==> src/tgw_pkg.sv <==
// Shared types, codes and neighbour helpers for the tile grid wall block.
// Used by every module under src except tgw_ram; depends on nothing else.
package tgw_pkg;

  localparam int GRID_ROWS_DEF = 64;
  localparam int GRID_COLS_DEF = 64;
  localparam int COORD_W       = 9;
  localparam int QUEUE_DEPTH   = 2;
  localparam int WORD_W        = 7;

  localparam logic [1:0] ACT_WRITE  = 2'd0;
  localparam logic [1:0] ACT_SET    = 2'd1;
  localparam logic [1:0] ACT_REMOVE = 2'd2;

  localparam logic [1:0] KIND_DONE   = 2'd0;
  localparam logic [1:0] KIND_REJECT = 2'd1;
  localparam logic [1:0] KIND_ENTRY  = 2'd2;
  localparam logic [1:0] KIND_NONE   = 2'd3;

  localparam logic [2:0] TILE_SPACE = 3'd0;
  localparam logic [2:0] TILE_WALL  = 3'd1;

  typedef enum logic [2:0] {
    OP_WRITE, OP_SET, OP_REMOVE, OP_QUERY, OP_REJECT
  } op_e;

  typedef enum logic [3:0] {
    ST_CLEAR, ST_IDLE, ST_RD_TGT, ST_NB_RD, ST_NB_UPD, ST_TGT_WR,
    ST_FINISH, ST_Q_RD, ST_Q_CAP, ST_Q_EMIT
  } st_e;

  typedef struct packed {
    op_e                op;
    logic [COORD_W-1:0] row;
    logic [COORD_W-1:0] col;
    logic [2:0]         tile;
  } cmd_t;

  // Directions 0..7: up, right, down, left, up-right, right-down,
  // down-left, left-up. A step below zero wraps to a large value.
  function automatic logic [COORD_W-1:0] nb_row(logic [COORD_W-1:0] r, logic [2:0] k);
    logic [COORD_W-1:0] res;
    case (k)
      3'd0, 3'd4, 3'd7: res = r - COORD_W'(1);
      3'd2, 3'd5, 3'd6: res = r + COORD_W'(1);
      default:          res = r;
    endcase
    return res;
  endfunction

  function automatic logic [COORD_W-1:0] nb_col(logic [COORD_W-1:0] c, logic [2:0] k);
    logic [COORD_W-1:0] res;
    case (k)
      3'd1, 3'd4, 3'd5: res = c + COORD_W'(1);
      3'd3, 3'd6, 3'd7: res = c - COORD_W'(1);
      default:          res = c;
    endcase
    return res;
  endfunction

endpackage

==> src/tgw_queue.sv <==
// Short command queue between the front end and the back end.
// Depends on tgw_pkg.
module tgw_queue (
  input  logic          clk_i,
  input  logic          rst_ni,
  input  logic          push_i,
  input  tgw_pkg::cmd_t cmd_i,
  input  logic          pop_i,
  output tgw_pkg::cmd_t cmd_o,
  output logic          empty_o,
  output logic          full_o
);

  localparam int PW = $clog2(tgw_pkg::QUEUE_DEPTH);

  tgw_pkg::cmd_t   slot_q [tgw_pkg::QUEUE_DEPTH];
  logic [PW-1:0]   wr_q, wr_d, rd_q, rd_d;
  logic [PW:0]     cnt_q, cnt_d;

  always_comb begin
    wr_d  = push_i ? wr_q + PW'(1) : wr_q;
    rd_d  = pop_i ? rd_q + PW'(1) : rd_q;
    cnt_d = cnt_q + (PW+1)'(push_i) - (PW+1)'(pop_i);
  end

  always_ff @(posedge clk_i or negedge rst_ni) begin
    if (!rst_ni) begin
      wr_q  <= '0;
      rd_q  <= '0;
      cnt_q <= '0;
    end else begin
      wr_q  <= wr_d;
      rd_q  <= rd_d;
      cnt_q <= cnt_d;
    end
  end

  always_ff @(posedge clk_i) begin
    if (push_i) begin
      slot_q[wr_q] <= cmd_i;
    end
  end

  assign cmd_o   = slot_q[rd_q];
  assign empty_o = (cnt_q == '0);
  assign full_o  = (cnt_q == (PW+1)'(tgw_pkg::QUEUE_DEPTH));

endmodule

==> config.mk <==
export PLATFORM = sky130hd
export DESIGN_NAME = tgw_queue
export DESIGN_NICKNAME = d
export VERILOG_FILES = /design/src/tgw_pkg.sv /design/src/tgw_queue.sv
export SDC_FILE = /design/constraint.sdc
export NUM_CORES = 1
export LEC_CHECK = 0
export ABC_AREA = 1
export ABC_CLOCK_PERIOD_IN_PS = 1700
export BUFFER_PORTS_ARGS = -buffer_cell sky130_fd_sc_hd__buf_2
export CORE_AREA = 2 2 84 106
export DETAILED_ROUTE_END_ITERATION = 8
export DIE_AREA = 0 0 86 108
export PLACE_DENSITY = 0.51
export SYNTH_ARGS = -nofsm -noshare
export SYNTH_HDL_FRONTEND = slang
export SYNTH_SLANG_ARGS = --single-unit
export TNS_END_PERCENT = 1
==> constraint.sdc <==
create_clock -name clk_i -period 1.7 [get_ports clk_i]
set_input_delay 0.17 -clock clk_i [delete_from_list [all_inputs] [get_ports clk_i]]
set_output_delay 0.17 -clock clk_i [all_outputs]
set_load 0.05 [all_outputs]
==> out/summary.txt <==
Core Footprint = 0.00819 mm^2
LEAKAGE = 1.14 nW
reg2reg setup slack = 0.55 ns
Reg clk slew, reported paths = 0.09 ns
mapped cell area = 0.00202 mm^2
row count = 37
Net Sw Frac = 45.0%
fillers = 836
slowest stage cell, crit path = dfrtp_2
Root Buffer = clkbuf_8
post-synth top area share = 71.2%
DR iter-0 viols = 42
Sequential Area = 0.00154 mm^2
Pins Over Slew Limit = 0
final setup vio count = 0
Seq/Total Area, Yosys = 76.2%
Startpoint Class = flop
Residual DRC = 0
Comb pwr share = 48.3%
switching power total = 0.00229 W
Area Overhead vs Synth = 29.4%
Final ANT Viol Nets = 0
Slew HR = 83.0%
wire length per cell = 12.1 um
Area contributors post-synth = edfxtp_1, inv_1, nand2_1
port bufs = 53
CTS H-tree depth = 2
P_int = 0.00281 W
first-pass GRT wire length = 5590 um
placed cell areas = 0.00243 mm^2
largest net degree at the start of global routing = 43
Fin. Hold Viols = 0
Finished Cell Area = 0.00262 mm^2
Die Width = 86 um
period utilisation layout = 96.0%
Inst Count DP = 299
PD cells = 1950 mW/mm^2
Finished Layout Cells = 313
RSZ-0062 raised after global routing = true
Clk pwr share = 16.1%
routability cong. = 0.644
CTS sink cnt = 52
Hold Path Class = in2reg
worst endpoint required time = 1.53 ns
Synth area leader = edfxtp_1
Reg2Reg Depth = 6
library cells used by synthesis = 13
Synth Warn # = 0
clock skew = 0.00530 ns
CTS tree = yes
DRT Wirelength = 3790 um
crit-path cells = clkbuf_16, o21ai_0, clkbuf_4
worst setup margin = 0.0688 ns
fin crit period = 1.63 ns
Die Ht = 108 um
total grt overflow = 0
CP top delay family = flip-flops
fmax = 613 MHz
Reg power frac = 35.6%
latest clock arrival within the worst-skew pair = 0.30 ns
WP data arrival = 1.46 ns
met2 routed WL = 1960 um
post-synth net total = 180
top sig layer = met4
post-synthesis instance total = 150
area of the multi-input gates = 332 um^2
DP HPWL = 2470 um
Mapped Avg Cell Area = 13.5 um^2
Crit path largest cell delay = 0.49 ns
synthesized flop and latch total = 52
initial antenna violation count = 1
Initial Utilization = 24.7%
metal3 WL = 236 um
CP max FO = 21
Vias = 1193
# nets final = 243
WS Path Type = reg2out
Detailed Routing Iterations Pass 1 = 2
CP Capture Type = output pin
Via density = 3.81
die area = 0.00929 mm^2
logic depth of the worst path, buffers included = 3
WP buf/inv = 2
max_cap viols = 0
Worst-Margin Slew = 0.257 ns
Worst Setup EP = cmd_o[21]
IO Pins = 54
total CTS buffers = 5
Setup TNS Final = 0 ns
GRT Overall Usage = 8.21%
DRT met1 WL = 1510 um
dpl ws = 0.364 ns
worst setup path start = rd_q
fraction of layout cells with a size suffix above 1 = 36.9%
deepest clock path buffer count = 2
vias in the first global route = 1138
Max IR drop VDD = 707 uV
r2r endpoint = cnt_q[1]
FF-to-FF Start = cnt_q[0]
status = finished clean
## cell usage after synthesis
| library cell | n |
|---|---|
| buf_2 | 2 |
| buf_4 | 2 |
| buf_6 | 1 |
| dfrtp_1 | 4 |
| edfxtp_1 | 48 |
| ha_1 | 2 |
| inv_1 | 31 |
| nand2_1 | 30 |
| nand3_1 | 1 |
| nor2_1 | 3 |
| o21ai_0 | 14 |
| o21ai_2 | 10 |
| xor2_1 | 2 |
## placed cells by master, fill, tap and decap left out, drive strengths merged
cell type / count
xor2: 2
nand2: 30
ha: 2
inv: 31
dfrtp: 4
diode: 2
buf: 55
clkbuf: 11
dlygate4sd3: 1
nand3: 1
o21ai: 24
edfxtp: 48
bufinv: 1
clkinv: 1
nor2: 3
## metal layers
metal | up-vias | track usage, %
li1 | 625 | -
met1 | 534 | 8.82
met2 | 29 | 13.6
met3 | 5 | 3.66
met4 | 0 | 4.08
met5 | - | 0
## worst min-delay path by stage
stage	slack (ns)	cells past startpoint	from	end
after floorplan	-0.13	0	rst_ni	cnt_q[0]
after global placement	-0.01	1	rst_ni	cnt_q[1]
after detailed placement	-0.01	1	rst_ni	cnt_q[1]
after CTS	0.03	1	cmd_i[22]	slot_q[0][22]
after global routing	0.03	1	cmd_i[11]	slot_q[0][11]
final	0.05	1	cmd_i[11]	slot_q[0][11]
## worst reg2reg max path, stage by stage, from the launching register on
cell	delay (ns)
dfrtp_1	0.38
inv_1	0.05
ha_1	0.26
inv_1	0.04
ha_1	0.18
nand3_1	0.08
nand2_1	0.05
## kinds of logic after synthesis
logic type               count (synthesis)  synth area share, %
flip-flops                              52                 76.2
buffers and inverters                   36                 7.54
AND/OR/NAND/NOR                         34                 6.37
AO/OA/AOI/OAI                           24                 7.79
XOR/XNOR                                 2                0.866
adder cells (fa/ha/maj)                  2                 1.24
## layout make-up
class / instances / area share, %
clock inverters: 2 / 1.34
well taps: 97 / 4.64
flip-flops and latches: 52 / 58.9
inverters: 31 / 4.45
diodes: 2 / 0.191
multi-input cells: 62 / 12.7
clock buffers: 6 / 2.77
repair buffers: 61 / 15.0
## power by group through the flow
stage	logic [W]	clock network (W)	registers [W]
2_1_floorplan	0.00181	0	0.00181
3_3_place_gp	0.00231	0	0.00184
3_5_place_dp	0.00232	0	0.00185
4_1_cts	0.00232	0.000869	0.00182
5_1_grt	0.00266	0.000912	0.00186
6_report	0.00247	0.000820	0.00182
## registers in the layout, summed over array words and instances (netlist names)
signal / cells
rd_q: 1
cnt_q: 2
slot_q: 48
wr_q: 1
## metrics by stage
| step | utilization (%) | hold WS [ns] | power (W) |
|---|---|---|---|
| floorplan | - | -0.126 | 0.00361 |
| global placement | 29.7 | -0.0137 | 0.00415 |
| detailed placement | 29.7 | -0.0110 | 0.00417 |
| CTS | 31.1 | 0.0292 | 0.00501 |
| global route | 31.9 | 0.0274 | 0.00542 |
| finish | 31.9 | 0.0508 | 0.00511 |
## repair_timing
| action | in CTS | in global routing |
|---|---|---|
| endpoints found under the hold margin | 4 | 0 |
| buffers inserted | 0 | 2 |
| resized for setup | 0 | 18 |
| hold buffers | 1 | 0 |
| setup endpoints to repair | 0 | 15 |
No activity file was read; power rests on OpenSTA's default activity.
