### config.mk
export PLATFORM = sky130hd
export DESIGN_NAME = tgw_front
export DESIGN_NICKNAME = d
export VERILOG_FILES = /design/src/tgw_pkg.sv /design/src/tgw_front.sv
export SDC_FILE = /design/constraint.sdc
export NUM_CORES = 1
export LEC_CHECK = 0
export BUFFER_PORTS_ARGS = -buffer_cell sky130_fd_sc_hd__clkbuf_2
export CAP_MARGIN = 20
export CORE_AREA = 2 2 39 41
export DETAILED_ROUTE_END_ITERATION = 6
export DIE_AREA = 0 0 41 43
export GPL_TIMING_DRIVEN = 0
export PLACE_DENSITY = 0.72
export SLEW_MARGIN = 20
export SYNTH_ARGS = -nofsm -noshare
export SYNTH_HDL_FRONTEND = slang
export SYNTH_SLANG_ARGS = --single-unit
### constraint.sdc
create_clock -name vclk -period 2.2
set_clock_uncertainty 0.05 [all_clocks]
set_input_delay 0.55 -clock vclk [all_inputs]
set_output_delay 0.55 -clock vclk [all_outputs]
set_load 0.005 [all_outputs]
### src/tgw_pkg.sv
// Shared types, codes and neighbour helpers for the tile grid wall block.
// Used by every module under src except tgw_ram; depends on nothing else.
package tgw_pkg;

  localparam int GRID_ROWS_DEF = 64;
  localparam int GRID_COLS_DEF = 64;
  localparam int COORD_W       = 9;
  localparam int QUEUE_DEPTH   = 2;
  localparam int WORD_W        = 7;

  localparam logic [1:0] ACT_WRITE  = 2'd0;
  localparam logic [1:0] ACT_SET    = 2'd1;
  localparam logic [1:0] ACT_REMOVE = 2'd2;

  localparam logic [1:0] KIND_DONE   = 2'd0;
  localparam logic [1:0] KIND_REJECT = 2'd1;
  localparam logic [1:0] KIND_ENTRY  = 2'd2;
  localparam logic [1:0] KIND_NONE   = 2'd3;

  localparam logic [2:0] TILE_SPACE = 3'd0;
  localparam logic [2:0] TILE_WALL  = 3'd1;

  typedef enum logic [2:0] {
    OP_WRITE, OP_SET, OP_REMOVE, OP_QUERY, OP_REJECT
  } op_e;

  typedef enum logic [3:0] {
    ST_CLEAR, ST_IDLE, ST_RD_TGT, ST_NB_RD, ST_NB_UPD, ST_TGT_WR,
    ST_FINISH, ST_Q_RD, ST_Q_CAP, ST_Q_EMIT
  } st_e;

  typedef struct packed {
    op_e                op;
    logic [COORD_W-1:0] row;
    logic [COORD_W-1:0] col;
    logic [2:0]         tile;
  } cmd_t;

  // Directions 0..7: up, right, down, left, up-right, right-down,
  // down-left, left-up. A step below zero wraps to a large value.
  function automatic logic [COORD_W-1:0] nb_row(logic [COORD_W-1:0] r, logic [2:0] k);
    logic [COORD_W-1:0] res;
    case (k)
      3'd0, 3'd4, 3'd7: res = r - COORD_W'(1);
      3'd2, 3'd5, 3'd6: res = r + COORD_W'(1);
      default:          res = r;
    endcase
    return res;
  endfunction

  function automatic logic [COORD_W-1:0] nb_col(logic [COORD_W-1:0] c, logic [2:0] k);
    logic [COORD_W-1:0] res;
    case (k)
      3'd1, 3'd4, 3'd5: res = c + COORD_W'(1);
      3'd3, 3'd6, 3'd7: res = c - COORD_W'(1);
      default:          res = c;
    endcase
    return res;
  endfunction

endpackage

### src/tgw_front.sv
// Front end: accepts commands, checks positions and classifies operations.
// Depends on tgw_pkg.
module tgw_front #(
  parameter int GRID_ROWS = tgw_pkg::GRID_ROWS_DEF,
  parameter int GRID_COLS = tgw_pkg::GRID_COLS_DEF
) (
  input  logic          start_i,
  input  logic [1:0]    action_i,
  input  logic [5:0]    col_i,
  input  logic [5:0]    row_i,
  input  logic [2:0]    tile_type_i,
  input  logic          q_full_i,
  input  logic          clearing_i,
  output logic          busy_o,
  output logic          push_o,
  output tgw_pkg::cmd_t cmd_o
);

  logic in_grid, interior;

  always_comb begin
    in_grid  = (int'(row_i) < GRID_ROWS) && (int'(col_i) < GRID_COLS);
    interior = (row_i != 6'd0) && (col_i != 6'd0) &&
               (int'(row_i) <= GRID_ROWS - 2) && (int'(col_i) <= GRID_COLS - 2);
    busy_o   = q_full_i | clearing_i;
    push_o   = start_i & ~busy_o;
    cmd_o.row  = tgw_pkg::COORD_W'(row_i);
    cmd_o.col  = tgw_pkg::COORD_W'(col_i);
    cmd_o.tile = tile_type_i;
    if (!in_grid) begin
      cmd_o.op = tgw_pkg::OP_REJECT;
    end else begin
      case (action_i)
        tgw_pkg::ACT_WRITE:  cmd_o.op = tgw_pkg::OP_WRITE;
        tgw_pkg::ACT_SET:    cmd_o.op = interior ? tgw_pkg::OP_SET : tgw_pkg::OP_REJECT;
        tgw_pkg::ACT_REMOVE: cmd_o.op = interior ? tgw_pkg::OP_REMOVE : tgw_pkg::OP_REJECT;
        default:             cmd_o.op = tgw_pkg::OP_QUERY;
      endcase
    end
  end

endmodule

==> impl_metrics.toml, run 1 <==
[final_layout]
n_antenna_cell = 0
final_area_um2 = 523
stdcell_count = 99
synthToLayoutAreaGrowth_pct = 92.6
ff_latch_area_um2 = 0
nClkBuffers = 0
layout-drive-gt1-share = 0.783
seq_cells = 0
nets = 105
fin_util = 0.378

[placement]
place_inst = 98
dp_hpwl_um = 639
port_buffers = 37
routabilityCongestion = 0.626
placed_cell_area_um2 = 495

[power]
p_sw_frac = 0.374
power_frac_comb = 1.000
peakVddDrop_mv = 0.0520
clkPwrFrac = 0
intPower_uw = 53.0
pwr-share-seq = 0
leakagePower_uw = 0.000324
p_total_uw = 84.6
p_per_area_mw_per_mm2 = 162
p_switching_uw = 31.6

[outcome]
violations = "setup timing"
outcome = "complete, but fails checks"

[job]
cap_violations = 0

[global_routing]
grt_use_total = 0.0711
grt_first_pass_wirelength_um = 938
grt_pass1_vias = 281
antenna_found_initial = 0
grt_max_degree = 4
grt-ovfl-total = 0

[die]
die_height_um = 43
ios = 46
dieArea_mm2 = 0.00176
num_rows = 14
fp.dieW_um = 41
initial_utilization = 0.196
coreArea_mm2 = 0.00138

[critical_path]
end_kind = "output port"
crit_fanout = 3
worstPathRequired_ns = 1.60
path_class = "primary input to output port"
cp-start-kind = "primary input"
cp.arrival_ns = 1.66

[synth]
synth_cell_type_count = 12
synth_top_family_by_area = "buffers and inverters"
synth_top_area_cell = "buf_4"
synth-xor-area-share = 0.0323
syn_area_per_cell_um2 = 6.79
synth_cells = 40
synth_compound_area_frac = 0.0553
synthSimpleGateAreaFrac = 0.304
synth_area_um2 = 272
synthMuxAreaShare = 0
synth_top_area_share = 0.581
synthAdderAreaFrac = 0
yosys-top-cells-area = "buf_4, nor3_2, nor2_1"
synth-seq-area-share = 0
ys_warn_count = 0

[drt]
drt_iter0_markers = 1
drc = 0
wl_um = 700
vias_per_cell = 3.72
ant_nets = 0
first_pass_iters = 2
wire_per_inst_um = 7.07
vias = 368

[timing]
fmax_mhz = 443
post-route-worst-setup-slack_ns = -0.0590
finalCritPeriodShare = 1.03
rsz0062_at_grt = "yes"
finalSetupViolations = 2
hold_violations = 0
fin_setup_tns_ns = -0.115
finalCriticalPeriod_ns = 2.26
maxSlewViolCount = 0

[min_path]
hold_class = "primary input to output port"

[cts]
ctsHoldBuffers = 0
routing by layer:
layer / share of wire / GRT usage / vias up / wire length, um
li1: - / - / 192 / -
met1: 0.30 / 0.0605 / 152 / 207
met2: 0.60 / 0.163 / 24 / 419
met3: 0.10 / 0 / 0 / 73
met4: 0 / 0 / 0 / 0
met5: 0 / 0 / - / 0
cell usage after synthesis:
master,n
buf_4,21
nor2_1,4
nand2_1,2
nand4_1,2
nor3_2,2
o21a_1,2
or4_1,2
conb_1,1
inv_1,1
nor4_1,1
or2_2,1
xnor2_1,1
what timing repair did:
item	CTS	global route
buffers inserted	1	0
setup endpoints to repair	3	3
resized for setup	4	0
pin swaps	1	0
cells in the final DEF (no fill, tap or decap):
cell type,n
o21a_1,2
conb_1,6
xnor2_1,1
nand4_1,2
nor3_4,1
nand2_1,2
inv_1,1
nor4_2,1
clkbuf_2,37
nor3_2,1
nor2_1,4
or2_2,1
buf_4,22
or4_4,2
power groups by stage:
stage                     combinational (uW)  sequential, uW  clock (uW)
after detailed placement                80.6               0           0
after floorplan                         41.6               0           0
final                                   84.6               0           0
after global placement                  79.0               0           0
after global routing                    93.3               0           0
after CTS                               85.0               0           0
cell families (layout without fill, tap and decap cells):
kind of cell,Yosys count,after routing
XOR/XNOR,1,1
AO/OA/AOI/OAI,2,2
other,1,6
AND/OR/NAND/NOR,14,14
buffers and inverters,22,60
stage by stage:
stage | hold WS [ns] | worst slack [ns]
6_report | 1.22 | -0.0590
2_1_floorplan | 1.12 | 0.163
5_1_grt | 1.23 | -0.116
4_1_cts | 1.22 | -0.0670
3_3_place_gp | 1.22 | -0.0771
3_5_place_dp | 1.22 | -0.0738
worst paths after layout:
kind / from / to / cells after the start
hold / removal: tile_type_i[1] / cmd_o[1] / 2
setup / recovery: row_i[1] / cmd_o[22] / 6
critical path: stages:
cell      delay [ns]
clkbuf_2        0.10
or4_4           0.54
nor3_4          0.13
nor4_2          0.07
o21a_1          0.16
clkbuf_2        0.10
cell type report:
cell class	instances	area (um2)
inverter	1	3.75
fill	154	861
buffer	21	158
tap	16	20.0
multi-input combinational	23	149
timing repair buffer	38	193
(Power assumes the default switching activity.)
==> inputs of run 2 (changes only) <==
--- a/config.mk
+++ b/config.mk
@@ -17,2 +17,3 @@
 export SYNTH_HDL_FRONTEND = slang
 export SYNTH_SLANG_ARGS = --single-unit
+export TNS_END_PERCENT = 30
==> constraint.sdc (replaced) <==
create_clock -name vclk -period 2.2
set_clock_uncertainty 0.05 [all_clocks]
set_input_delay 0.22 -clock vclk [all_inputs]
set_output_delay 0.22 -clock vclk [all_outputs]
set_load 0.005 [all_outputs]
==> run 2 against run 1 <==
  * The flow now finishes without violations
  * Flip-flop and latch count stayed put
  * Core utilization fell by 2.0 points
  * Fmax is 41% higher
  * First-iteration DRC count down 100%
  * Combinational power is 5.3% lower
  * Critical endpoint unchanged
==> impl_metrics.toml, run 2 (synthesis gave the netlist of run 1 again) <==
[outcome]
outcome = "complete, no violations"

[die]
fp.dieW_um = 41
dieArea_mm2 = 0.00176
initial_utilization = 0.196
ios = 46
num_rows = 14
coreArea_mm2 = 0.00138
die_height_um = 43

[critical_path]
cp-start-kind = "primary input"
crit_family = "simple AND/OR/NAND/NOR gates"
path_class = "primary input to output port"
worst_path_most_repeated_cell = "clkbuf_2"
path_buf_inv = 2
end_kind = "output port"
crit_chain = "clkbuf_2, or4_1, nor3_2, nor4_1, o21a_1, clkbuf_2"
worstPathRequired_ns = 1.93
slowest_delay_ns = 0.54
crit_fanout = 3
cp.arrival_ns = 1.33
cp_slowest_cell = "or4_1"

[min_path]
hold_class = "primary input to output port"

[global_routing]
grt_pass1_vias = 249
grtUsageMet3 = 0
busiest_layer = "met2"
grt_first_pass_wirelength_um = 800
grt-ovfl-total = 0
grt_use_met2 = 0.131
use_met1 = 0.0538
antenna_found_initial = 0
grt_use_total = 0.0589
grt_max_degree = 4

[placement]
port_buffers = 37
dp_hpwl_um = 639
dpl_worst_slack_ns = 0.586
routabilityCongestion = 0.626

[timing]
maxSlewViolCount = 0
post-route-worst-setup-slack_ns = 0.601
hold_violations = 0
rsz0062_at_grt = "no"
fin_setup_tns_ns = 0
finalSetupViolations = 0
whs_ns = 0.558
fmax_mhz = 625
finalCriticalPeriod_ns = 1.60
finalCritPeriodShare = 0.727

[drt]
vias = 362
drt_iter0_markers = 0
vias_per_cell = 3.69
wire_per_inst_um = 6.58
wl_um = 645
first_pass_iters = 1
drc = 0
ant_nets = 0

[power]
clkPwrFrac = 0
leakagePower_uw = 0.000311
p_switching_uw = 29.4
p_per_area_mw_per_mm2 = 162
power_frac_comb = 1.000
p_sw_frac = 0.367
pwr-share-seq = 0
intPower_uw = 50.7
peakVddDrop_mv = 0.0513

[final_layout]
synthToLayoutAreaGrowth_pct = 82.5
final_common_cell = "clkbuf_2"
seq_cells = 0
ff_latch_area_um2 = 0
layout-drive-gt1-share = 0.744
nets = 104
final_cell_mix = "clkbuf_2, buf_4, conb_1"
n_antenna_cell = 0
nClkBuffers = 0

[cts]
cts_resized = 0
postCtsSetupRepairBufs = 0
ctsHoldBuffers = 0

[job]
cap_violations = 0
run 2: final cells by class:
type | count | area (um2)
Buffer | 21 | 158
Fill cell | 153 | 888
Inverter | 1 | 3.75
Multi-Input combinational cell | 23 | 129
Tap cell | 16 | 20.0
Timing Repair Buffer | 37 | 185
run 2: power by group through the flow:
stage / clock (uW) / sequential (uW) / combinational (uW)
6_report: 0 / 0 / 80.1
5_1_grt: 0 / 0 / 88.3
4_1_cts: 0 / 0 / 80.9
3_5_place_dp: 0 / 0 / 80.6
3_3_place_gp: 0 / 0 / 79.0
2_1_floorplan: 0 / 0 / 41.6
run 2: layer usage:
layer / share of wire / wire [um]
met2: 0.57 / 368
met1: 0.31 / 202
met5: 0 / 0
met3: 0.11 / 73
met4: 0 / 0
run 2: final timing paths:
kind | start | end | slack [ns] | depth (start not counted)
worst min-delay path | tile_type_i[1] | cmd_o[1] | 0.56 | 2
worst max-delay path | col_i[1] | cmd_o[22] | 0.60 | 6
run 2: metrics by stage:
| stage | instances | cell area, um2 | power [uW] | util |
|---|---|---|---|---|
| after floorplan | 45 | 290 | 41.6 | - |
| final | 98 | 495 | 80.1 | 0.358 |
| after detailed placement | 98 | 495 | 80.6 | 0.358 |
| after global placement | 98 | 495 | 79.0 | 0.358 |
| after CTS | 98 | 495 | 80.9 | 0.358 |
| after global routing | 98 | 495 | 88.3 | 0.358 |
==> inputs of run 3 (changes only) <==
PLACE_DENSITY = 0.74   (was 0.72)
clock period = 1.3 ns   (was 2.2 ns; I/O delays follow)
==> run 3 against run 2 <==
  * The run now ends with setup timing left
  * Global-route usage is 0.30 points higher
  * Via count decreased by 1.4%
  * Non-clock buffer count stayed put
  * Power increased by 69%
  * Worst hold slack got worse by 0.18 ns
==> impl_metrics.toml, run 3 (synthesis gave the netlist of run 1 again) <==
[timing]
fin_setup_tns_ns = -0.304
post-route-worst-setup-slack_ns = -0.121
maxSlewViolCount = 0
fmax_mhz = 704
whs_ns = 0.379
hold_violations = 0
rsz0062_at_grt = "yes"
worst_slew_pin_slew_ns = 0.509
finalSetupViolations = 3
finalCritPeriodShare = 1.09
finalCriticalPeriod_ns = 1.42
relSlewSlack = 0.657

[power]
clkPwrFrac = 0
leakagePower_uw = 0.000311
peakVddDrop_mv = 0.0875
p_total_uw = 135
p_per_area_mw_per_mm2 = 273
pwr-share-seq = 0
p_sw_frac = 0.366
p_switching_uw = 49.5
power_frac_comb = 1.000
intPower_uw = 85.8

[global_routing]
antenna_found_initial = 0
grt_use_total = 0.0619
grt_max_degree = 4
grt-ovfl-total = 0
grtUsageMet3 = 0
use_met1 = 0.0538
busiest_layer = "met2"
grt_pass1_vias = 257
grt_use_met2 = 0.141
grt_first_pass_wirelength_um = 841

[min_path]
hold_end = "cmd_o[0]"
hold_start = "tile_type_i[0]"
hold_class = "primary input to output port"
hold-path-cell-count = 2

[critical_path]
crit_chain = "clkbuf_2, or4_1, nor3_2, nor4_1, o21a_1, clkbuf_2"
crit_path_start = "col_i[1]"
worst_path_most_repeated_cell = "clkbuf_2"
cp.arrival_ns = 1.24
worstPathRequired_ns = 1.12
cp-start-kind = "primary input"
path_buf_inv = 2
path_class = "primary input to output port"
cp_slowest_cell = "or4_1"
crit_family = "simple AND/OR/NAND/NOR gates"
crit_fanout = 3
end_kind = "output port"
slowest_delay_ns = 0.53

[final_layout]
ff_latch_area_um2 = 0
final_cell_mix = "clkbuf_2, buf_4, conb_1"
n_antenna_cell = 0
seq_cells = 0
synthToLayoutAreaGrowth_pct = 82.5
layout-drive-gt1-share = 0.744
fillers = 158
final_common_cell = "clkbuf_2"
nets = 104
nClkBuffers = 0

[cts]
ctsHoldBuffers = 0
cts_resized = 0
postCtsSetupRepairBufs = 0

[drt]
vias_per_cell = 3.64
drc = 0
ant_nets = 0
first_pass_iters = 1
wl_um = 666
vias = 357
wire_per_inst_um = 6.80
drt_iter0_markers = 0

[die]
coreArea_mm2 = 0.00138
num_rows = 14
dieArea_mm2 = 0.00176
die_height_um = 43
initial_utilization = 0.196
fp.dieW_um = 41
ios = 46

[placement]
routabilityCongestion = 0.634
dpl_worst_slack_ns = -0.137
port_buffers = 37
dp_hpwl_um = 658

[job]
cap_violations = 0

[outcome]
violations = "setup timing"
outcome = "complete, but fails checks"
[run 3: cell counts in the layout (fill, tap and decap cells not counted)]
Identical to the previous run, type by type.
[run 3: stage by stage]
stage | utilization | instance area, um2 | std cells
after floorplan | - | 290 | 45
after detailed placement | 0.358 | 495 | 98
after global placement | 0.358 | 495 | 98
final | 0.358 | 495 | 98
after global routing | 0.358 | 495 | 98
after CTS | 0.358 | 495 | 98
[run 3: final cells by class]
cell class                 count  area, um2  share of cell area
timing repair buffer          37        185               0.374
tap                           16       20.0              0.0404
inverter                       1       3.75             0.00758
multi-input combinational     23        129               0.260
buffer                        21        158               0.318
[run 3: power by group through the flow]
stage / clock [uW] / sequential, uW / combinational [uW]
detailed placement: 0 / 0 / 136
finish: 0 / 0 / 135
global route: 0 / 0 / 149
global placement: 0 / 0 / 134
CTS: 0 / 0 / 137
floorplan: 0 / 0 / 70.4
[run 3: routing by layer]
layer	routed length (um)	share of wire
met4	0	0
met1	197	0.30
met3	106	0.16
met2	362	0.54
met5	0	0
[run 3: how the worst max path moves through the flow]
stage	end	slack [ns]	cells past startpoint
after detailed placement	cmd_o[21]	-0.14	6
final	cmd_o[21]	-0.12	6
after global routing	cmd_o[21]	-0.18	6
after floorplan	cmd_o[21]	0.10	4
after CTS	cmd_o[21]	-0.14	6
after global placement	cmd_o[22]	-0.13	6
